## src/rtl/b32d_pkg.sv

```systemverilog
`timescale 1ns / 1ps

package b32d_pkg;

  typedef logic [2:0] status_t;

  localparam status_t ST_OK            = 3'd0;
  localparam status_t ST_BAD_CHAR      = 3'd1;
  localparam status_t ST_MISPLACED_PAD = 3'd2;
  localparam status_t ST_BAD_LENGTH    = 3'd3;
  localparam status_t ST_BAD_PAD_COUNT = 3'd4;
  localparam status_t ST_TAIL_BITS     = 3'd5;

  localparam logic [7:0] CHAR_PAD    = 8'h3D;
  localparam logic [7:0] CHAR_A      = 8'h41;
  localparam logic [7:0] CHAR_Z      = 8'h5A;
  localparam logic [7:0] CHAR_TWO    = 8'h32;
  localparam logic [7:0] CHAR_SEVEN  = 8'h37;
  localparam logic [4:0] DIGIT_BASE  = 5'h1A;

  localparam int STORE_W = 12;
  localparam int COUNT_W = 4;
  localparam int PADS_W  = 4;
  localparam int GROUP_W = 3;

  typedef struct packed {
    logic       is_data;
    logic       is_pad;
    logic       is_bad;
    logic [4:0] value;
  } char_info_t;

  typedef struct packed {
    logic [7:0] data_byte;
    logic       byte_valid;
    logic       done_res;
    status_t    status;
  } out_item_t;

endpackage

```

## src/rtl/b32d_if.sv

```systemverilog
`timescale 1ns / 1ps

interface b32d_in_if;
  logic       valid;
  logic       ready;
  logic [7:0] char_code;
  logic       is_last;

  modport source (output valid, output char_code, output is_last, input ready);
  modport sink   (input valid, input char_code, input is_last, output ready);
endinterface

interface b32d_out_if;
  logic       valid;
  logic       ready;
  logic [7:0] data_byte;
  logic       byte_valid;
  logic       done_res;
  logic [2:0] status;

  modport source (output valid, output data_byte, output byte_valid, output done_res,
                  output status, input ready);
  modport sink   (input valid, input data_byte, input byte_valid, input done_res,
                  input status, output ready);
endinterface

```

## src/rtl/base32_stream_decoder.sv

```systemverilog
// an input transfer is captured in the input register, then its result in the result register
// throughput: one character per cycle when the result side keeps ready high
// characters that finish no byte and are not last give no result and do not wait for the result side
// reset: synchronous active-low rst_n clears the pipeline valids and all decode state
`timescale 1ns / 1ps

module base32_stream_decoder
  import b32d_pkg::*;
(
  input  logic              clk,
  input  logic              rst_n,
  b32d_in_if.sink           in_ch,
  b32d_out_if.source        out_ch
);

  logic       in_v_r;
  logic [7:0] in_char_r;
  logic       in_last_r;
  logic       out_v_r, out_v_nxt;
  out_item_t  out_r;

  char_info_t info;
  out_item_t  item;
  logic       has_result;
  logic       out_free;
  logic       step;

  b32d_char_map u_map (
    .char_code (in_char_r),
    .info      (info)
  );

  b32d_core u_core (
    .clk        (clk),
    .rst_n      (rst_n),
    .step       (step),
    .info       (info),
    .is_last    (in_last_r),
    .has_result (has_result),
    .item       (item)
  );

  assign out_free    = !out_v_r || out_ch.ready;
  assign step        = in_v_r && (!has_result || out_free);
  assign in_ch.ready = !in_v_r || step;

  always_comb begin
    out_v_nxt = out_v_r;
    if (step && has_result) out_v_nxt = 1'b1;
    else if (out_ch.ready)  out_v_nxt = 1'b0;
  end

  always_ff @(posedge clk) begin
    if (!rst_n) begin
      in_v_r  <= 1'b0;
      out_v_r <= 1'b0;
    end else begin
      if (in_ch.ready) in_v_r <= in_ch.valid;
      out_v_r <= out_v_nxt;
    end
  end

  always_ff @(posedge clk) begin
    if (in_ch.valid && in_ch.ready) begin
      in_char_r <= in_ch.char_code;
      in_last_r <= in_ch.is_last;
    end
    if (step && has_result) out_r <= item;
  end

  assign out_ch.valid      = out_v_r;
  assign out_ch.data_byte  = out_r.data_byte;
  assign out_ch.byte_valid = out_r.byte_valid;
  assign out_ch.done_res   = out_r.done_res;
  assign out_ch.status     = out_r.status;

endmodule

```

## src/rtl/b32d_char_map.sv

```systemverilog
`timescale 1ns / 1ps

module b32d_char_map
  import b32d_pkg::*;
(
  input  logic [7:0] char_code,
  output char_info_t info
);

  logic [7:0] letter_off;
  logic [7:0] digit_off;

  assign letter_off = char_code - CHAR_A;
  assign digit_off  = char_code - CHAR_TWO;

  always_comb begin
    info = '0;
    if (char_code inside {[CHAR_A:CHAR_Z]}) begin
      info.is_data = 1'b1;
      info.value   = letter_off[4:0];
    end else if (char_code inside {[CHAR_TWO:CHAR_SEVEN]}) begin
      info.is_data = 1'b1;
      info.value   = DIGIT_BASE + digit_off[4:0];
    end else if (char_code == CHAR_PAD) begin
      info.is_pad = 1'b1;
    end else begin
      info.is_bad = 1'b1;
    end
  end

endmodule

```

## src/rtl/b32d_core.sv

```systemverilog
`timescale 1ns / 1ps

module b32d_core
  import b32d_pkg::*;
(
  input  logic       clk,
  input  logic       rst_n,
  input  logic       step,
  input  char_info_t info,
  input  logic       is_last,
  output logic       has_result,
  output out_item_t  item
);

  logic [STORE_W-1:0] store_r, store_nxt;
  logic [COUNT_W-1:0] count_r, count_nxt;
  logic [PADS_W-1:0]  pads_r, pads_nxt;
  logic [GROUP_W-1:0] group_r, group_nxt;
  logic               padding_r, padding_nxt;
  status_t            err_r, err_nxt;

  logic [STORE_W-1:0] store_a;
  logic [STORE_W-1:0] tail_mask;
  logic [STORE_W-1:0] keep_mask;
  logic [STORE_W-1:0] shifted;
  logic [COUNT_W-1:0] count_a;
  logic [COUNT_W-1:0] count_b;
  logic [PADS_W-1:0]  pads_a;
  logic               padding_a;
  logic               have_byte;
  logic               pads_ok;
  status_t            err_a;

  always_comb begin
    store_a   = store_r;
    count_a   = count_r;
    pads_a    = pads_r;
    padding_a = padding_r;
    err_a     = err_r;
    tail_mask = (STORE_W'(1) << count_r[2:0]) - STORE_W'(1);

    if (info.is_data) begin
      if (padding_r && err_a == ST_OK) err_a = ST_MISPLACED_PAD;
      store_a = {store_r[STORE_W-6:0], info.value};
      count_a = count_r + COUNT_W'(5);
    end else if (info.is_pad) begin
      if (!padding_r) begin
        padding_a = 1'b1;
        if ((store_r & tail_mask) != '0 && err_a == ST_OK) err_a = ST_TAIL_BITS;
      end
      if (pads_r != {PADS_W{1'b1}}) pads_a = pads_r + PADS_W'(1);
    end else if (err_a == ST_OK) begin
      err_a = ST_BAD_CHAR;
    end

    have_byte = count_a >= COUNT_W'(8);
    count_b   = have_byte ? count_a - COUNT_W'(8) : count_a;
    shifted   = store_a >> count_b;
    keep_mask = (STORE_W'(1) << count_b) - STORE_W'(1);
    group_nxt = group_r + GROUP_W'(1);

    pads_ok = pads_a inside {4'd0, 4'd1, 4'd3, 4'd4, 4'd6};
    if (is_last) begin
      if (group_nxt != '0 && err_a == ST_OK) err_a = ST_BAD_LENGTH;
      if (!pads_ok && err_a == ST_OK) err_a = ST_BAD_PAD_COUNT;
    end

    has_result      = have_byte || is_last;
    item.data_byte  = have_byte ? shifted[7:0] : 8'd0;
    item.byte_valid = have_byte;
    item.done_res   = is_last;
    item.status     = err_a;

    // the last character ends the string, so the next one starts afresh
    if (is_last) begin
      store_nxt   = '0;
      count_nxt   = '0;
      pads_nxt    = '0;
      padding_nxt = 1'b0;
      err_nxt     = ST_OK;
      group_nxt   = '0;
    end else begin
      store_nxt   = have_byte ? (store_a & keep_mask) : store_a;
      count_nxt   = count_b;
      pads_nxt    = pads_a;
      padding_nxt = padding_a;
      err_nxt     = err_a;
    end
  end

  always_ff @(posedge clk) begin
    if (!rst_n) begin
      store_r   <= '0;
      count_r   <= '0;
      pads_r    <= '0;
      group_r   <= '0;
      padding_r <= 1'b0;
      err_r     <= ST_OK;
    end else if (step) begin
      store_r   <= store_nxt;
      count_r   <= count_nxt;
      pads_r    <= pads_nxt;
      group_r   <= group_nxt;
      padding_r <= padding_nxt;
      err_r     <= err_nxt;
    end
  end

`ifndef SYNTHESIS
  a_count_below_byte: assert property (@(posedge clk) disable iff (!rst_n)
    count_r < COUNT_W'(8))
    else $error("bit count reached a full byte between transfers");

  a_last_clears: assert property (@(posedge clk) disable iff (!rst_n)
    step && is_last |=> group_r == '0 && err_r == ST_OK && pads_r == '0 && !padding_r)
    else $error("state not cleared after last character");

  a_pads_imply_padding: assert property (@(posedge clk) disable iff (!rst_n)
    pads_r != '0 |-> padding_r)
    else $error("pad count without padding flag");

  a_error_sticks: assert property (@(posedge clk) disable iff (!rst_n)
    step && !is_last && err_r != ST_OK |=> err_r == $past(err_r))
    else $error("latched error changed within a string");
`endif

endmodule
```

## src/flat_wrapper.sv

```systemverilog
// flat-port wrapper written by rule: the top's interface ports become plain ports
module base32_stream_decoder_flat import b32d_pkg::*;
  (clk, rst_n, in_ch_valid, in_ch_char_code, in_ch_is_last, in_ch_ready, out_ch_valid, out_ch_data_byte, out_ch_byte_valid, out_ch_done_res, out_ch_status, out_ch_ready);
  b32d_in_if in_ch_i ();
  b32d_out_if out_ch_i ();
  input  logic clk;
  input  logic rst_n;
  input wire logic [$bits(in_ch_i.valid)-1:0] in_ch_valid;
  input wire logic [$bits(in_ch_i.char_code)-1:0] in_ch_char_code;
  input wire logic [$bits(in_ch_i.is_last)-1:0] in_ch_is_last;
  output wire logic [$bits(in_ch_i.ready)-1:0] in_ch_ready;
  output wire logic [$bits(out_ch_i.valid)-1:0] out_ch_valid;
  output wire logic [$bits(out_ch_i.data_byte)-1:0] out_ch_data_byte;
  output wire logic [$bits(out_ch_i.byte_valid)-1:0] out_ch_byte_valid;
  output wire logic [$bits(out_ch_i.done_res)-1:0] out_ch_done_res;
  output wire logic [$bits(out_ch_i.status)-1:0] out_ch_status;
  input wire logic [$bits(out_ch_i.ready)-1:0] out_ch_ready;
  assign in_ch_i.valid = in_ch_valid;
  assign in_ch_i.char_code = in_ch_char_code;
  assign in_ch_i.is_last = in_ch_is_last;
  assign in_ch_ready = in_ch_i.ready;
  assign out_ch_valid = out_ch_i.valid;
  assign out_ch_data_byte = out_ch_i.data_byte;
  assign out_ch_byte_valid = out_ch_i.byte_valid;
  assign out_ch_done_res = out_ch_i.done_res;
  assign out_ch_status = out_ch_i.status;
  assign out_ch_i.ready = out_ch_ready;
  base32_stream_decoder u_core (.clk(clk), .rst_n(rst_n), .in_ch(in_ch_i), .out_ch(out_ch_i));
endmodule
```

## config.mk

```make
export PLATFORM = sky130hd
export DESIGN_NAME = base32_stream_decoder_flat
export DESIGN_NICKNAME = d
export VERILOG_FILES = /design/src/rtl/b32d_pkg.sv /design/src/rtl/b32d_if.sv /design/src/rtl/base32_stream_decoder.sv /design/src/rtl/b32d_char_map.sv /design/src/rtl/b32d_core.sv /design/src/flat_wrapper.sv
export SDC_FILE = /design/constraint.sdc
export NUM_CORES = 1
export LEC_CHECK = 0
export BUFFER_PORTS_ARGS = -buffer_cell sky130_fd_sc_hd__buf_2
export CAP_MARGIN = 20
export CORE_MARGIN = 2
export CORE_UTILIZATION = 50
export CTS_CLUSTER_DIAMETER = 200
export CTS_CLUSTER_SIZE = 20
export DETAILED_ROUTE_END_ITERATION = 8
export PLACE_DENSITY = 0.68
export SLEW_MARGIN = 0
export SYNTH_ARGS = -nofsm -noshare
export SYNTH_HDL_FRONTEND = slang
export SYNTH_SLANG_ARGS = --single-unit
```

## constraint.sdc

```tcl
create_clock -name clk -period 4.4 [get_ports clk]
set_input_delay 0.22 -clock clk [delete_from_list [all_inputs] [get_ports clk]]
set_output_delay 0.22 -clock clk [all_outputs]
set_load 0.01 [all_outputs]
```

==> results_dict.tcl <==
set metrics [dict create \
    status "complete, no violations" \
    final_hold_viol_count 0 \
    clock_latency_ns 0.30 \
    diodes 0 \
    cts_setup_buffers 0 \
    finClkSkew_ns 0.00904 \
    p_leak_nw 1.33 \
    synth_seq_area_share 0.360 \
    path_clk_slew_ns 0.09 \
    crit_start "u_core.in_char_r[0]" \
    dp_cells 471 \
    finalMaxSlewViolations 0 \
    worstSetupPathType "register to register" \
    start_util 0.513 \
    reg2reg_from "u_core.in_char_r[0]" \
    fp.dieH_um 87.0 \
    rows 30 \
    max-clock-path-buffers 2 \
    ant_nets 0 \
    port_buffers 27 \
    drive_gt1_frac 0.150 \
    end_kind "register" \
    vias 3042 \
    yosys_warnings 0 \
    fmax_mhz 276 \
    antenna_found_initial 0 \
    rsz0062_at_grt "false" \
    synth_seq_cells 51 \
    design.core.area_sq_um 6720 \
    synth-edff-count 22 \
    arrival_ns 3.87 \
    io_pins 28 \
    root_buffer "clkbuf_8" \
    die_width_um 87.0 \
    postLayoutSetupSlackWorst_ns 0.775 \
    cts_made_buffers 5 \
    vdd_drop_max_v 0.000149 \
    grt_pass1_wl_mm 14.0 \
    final_nets 426 \
    syn_inst 378 \
    grt_max_degree 22 \
    power.density_cell_area_nw_per_um2 251 \
    first_global_vias 2800 \
    slew_headroom 0.473 \
    netlist_area_sq_um 3450 \
    grt_usage 0.233 \
    syn2layout_area_growth_pct 8.35 \
    first_pass_iters 5 \
    async_flop_share 0 \
    drv_cap 0 \
    finalNonFillerCells 479 \
    worst_hold_slack_ns 0.0891 \
    avgSynthCellArea_sq_um 9.12 \
    cts_tree "yes" \
    critPathMaxFanout 16 \
    setup_viol 0 \
    finalWirelength_mm 8.41 \
    wl_per_cell_um 17.6 \
    cts_resized 0 \
    setup_tns_ns 0 \
    gp_congestion 0.879 \
    drt_iter0_drc 269 \
    period_share 0.824 \
    vias_per_cell 6.35 \
    drc 0 \
    synth.distinct_cells 72 \
    min_period_ns 3.63 \
    worstHoldStart "in_ch_char_code[2]" \
    dpl_worst_slack_ns 0.839 \
    min_path_type "input port to register" \
    syn_nets 406 \
    dieArea_sq_um 7570 \
    grt_overflow_total 0 \
    worst_slew_pin_slew_ns 0.791 \
    hpwlAfterDp_mm 6.10 \
    required_ns 4.64 \
    htreeDepth 2 \
    start_kind "register" \
    cts.sinks 51 \
    cts_hold_buf 0 \
    ys.flop_type "dfxtp_1" \
]
sequential cells by signal (all words and copies together) (netlist names):
register	flops
u_core.u_core.padding_r	1
u_core.out_ch.status	3
u_core.out_ch.data_byte	8
u_core.in_char_r	8
u_core.in_last_r	1
u_core.out_ch.valid	1
u_core.u_core.pads_r	4
u_core.u_core.store_r	12
u_core.u_core.count_r	4
u_core.in_v_r	1
u_core.u_core.err_r	3
u_core.out_ch.byte_valid	1
u_core.u_core.group_r	3
u_core.out_ch.done_res	1
cells in the final DEF, fill, tap and decap left out, types with 8 or more instances in the layout:
cell	netlist	routed
o21ai_0	12	12
mux2i_1	8	8
buf_2	8	27
dfxtp_1	29	29
a21oi_1	17	17
nor3_1	12	12
inv_1	17	17
edfxtp_1	22	22
nand3_1	13	13
nor2_1	43	43
ha_1	15	15
nand2_1	28	28
a31oi_1	9	9
path summary, 6_finish.rpt:
kind / endpoint / slack, ns / cells after the start
hold reg to reg: u_core.u_core.err_r[1] / 0.49 / 2
setup reg to reg: u_core.u_core.store_r[2] / 0.77 / 11
hold / removal: u_core.in_char_r[2] / 0.09 / 1
setup / recovery: u_core.u_core.store_r[2] / 0.77 / 11
Yosys cell counts, types with 6 or more instances:
library cell  instances  area [sq um]
nand3_1              13          65.1
mux4_2                6           135
and3_1                7          43.8
o21ai_0              12          60.1
o211ai_1              6          45.0
edfxtp_1             22           661
dfxtp_1              29           581
a31oi_1               9          56.3
and2_1                7          43.8
buf_2                 8          40.0
xnor2_1               7          61.3
nor2_1               43           161
nor3_1               12          60.1
nand2_1              28           105
clkbuf_1             11          41.3
a21oi_1              17          85.1
o22ai_1               7          43.8
ha_1                 15           188
inv_1                17          63.8
o32ai_1               7          61.3
mux2i_1               8          80.1
power by group:
part / leakage, nW / total (mW) / switching [mW] / internal, mW
sequential: 0.441 / 0.524 / 0.0158 / 0.508
clock: 0.0515 / 0.295 / 0.151 / 0.144
combinational: 0.841 / 0.120 / 0.0756 / 0.0441
per-layer routing:
layer / global-route usage / routed length (um) / up-vias
li1: - / - / 1471
met4: 0.0739 / 163 / 0
met2: 0.368 / 3890 / 112
met3: 0.0455 / 571 / 16
met1: 0.320 / 3790 / 1443
met5: 0 / 0 / -
cells by family after synthesis:
kind of cell | after synthesis | share of synthesized area
buf+inv | 38 | 0.0465
fa+ha+maj | 15 | 0.0545
simple gates | 136 | 0.195
flops | 51 | 0.360
xor+xnor | 11 | 0.0280
mux | 16 | 0.0690
compound gates | 111 | 0.247
through the flow:
step	util	power (mW)	area, sq um
floorplan	-	0.617	3450
global placement	0.541	0.650	3630
detailed placement	0.541	0.653	3630
CTS	0.556	0.941	3730
global route	0.556	0.977	3730
finish	0.556	0.938	3730
final cells by class:
| class | instances | area (sq um) |
|---|---|---|
| inverters | 18 | 67.6 |
| fillers | 627 | 2990 |
| repair buffers | 33 | 180 |
| flip-flops and latches | 51 | 1240 |
| multi-input cells | 289 | 2040 |
| well taps | 80 | 100 |
| clock buffers | 8 | 100 |
critical path, cell delays in order (launching register included):
cell,delay [ns]
edfxtp_1,0.49
inv_1,0.12
ha_1,0.18
or3b_4,0.42
o311a_1,0.46
a21oi_4,0.47
and3_1,0.24
a31oi_1,0.05
ha_1,0.31
or3_1,0.39
a311o_1,0.33
a21oi_2,0.11
Note: power is estimated with default switching activity, not from simulation.
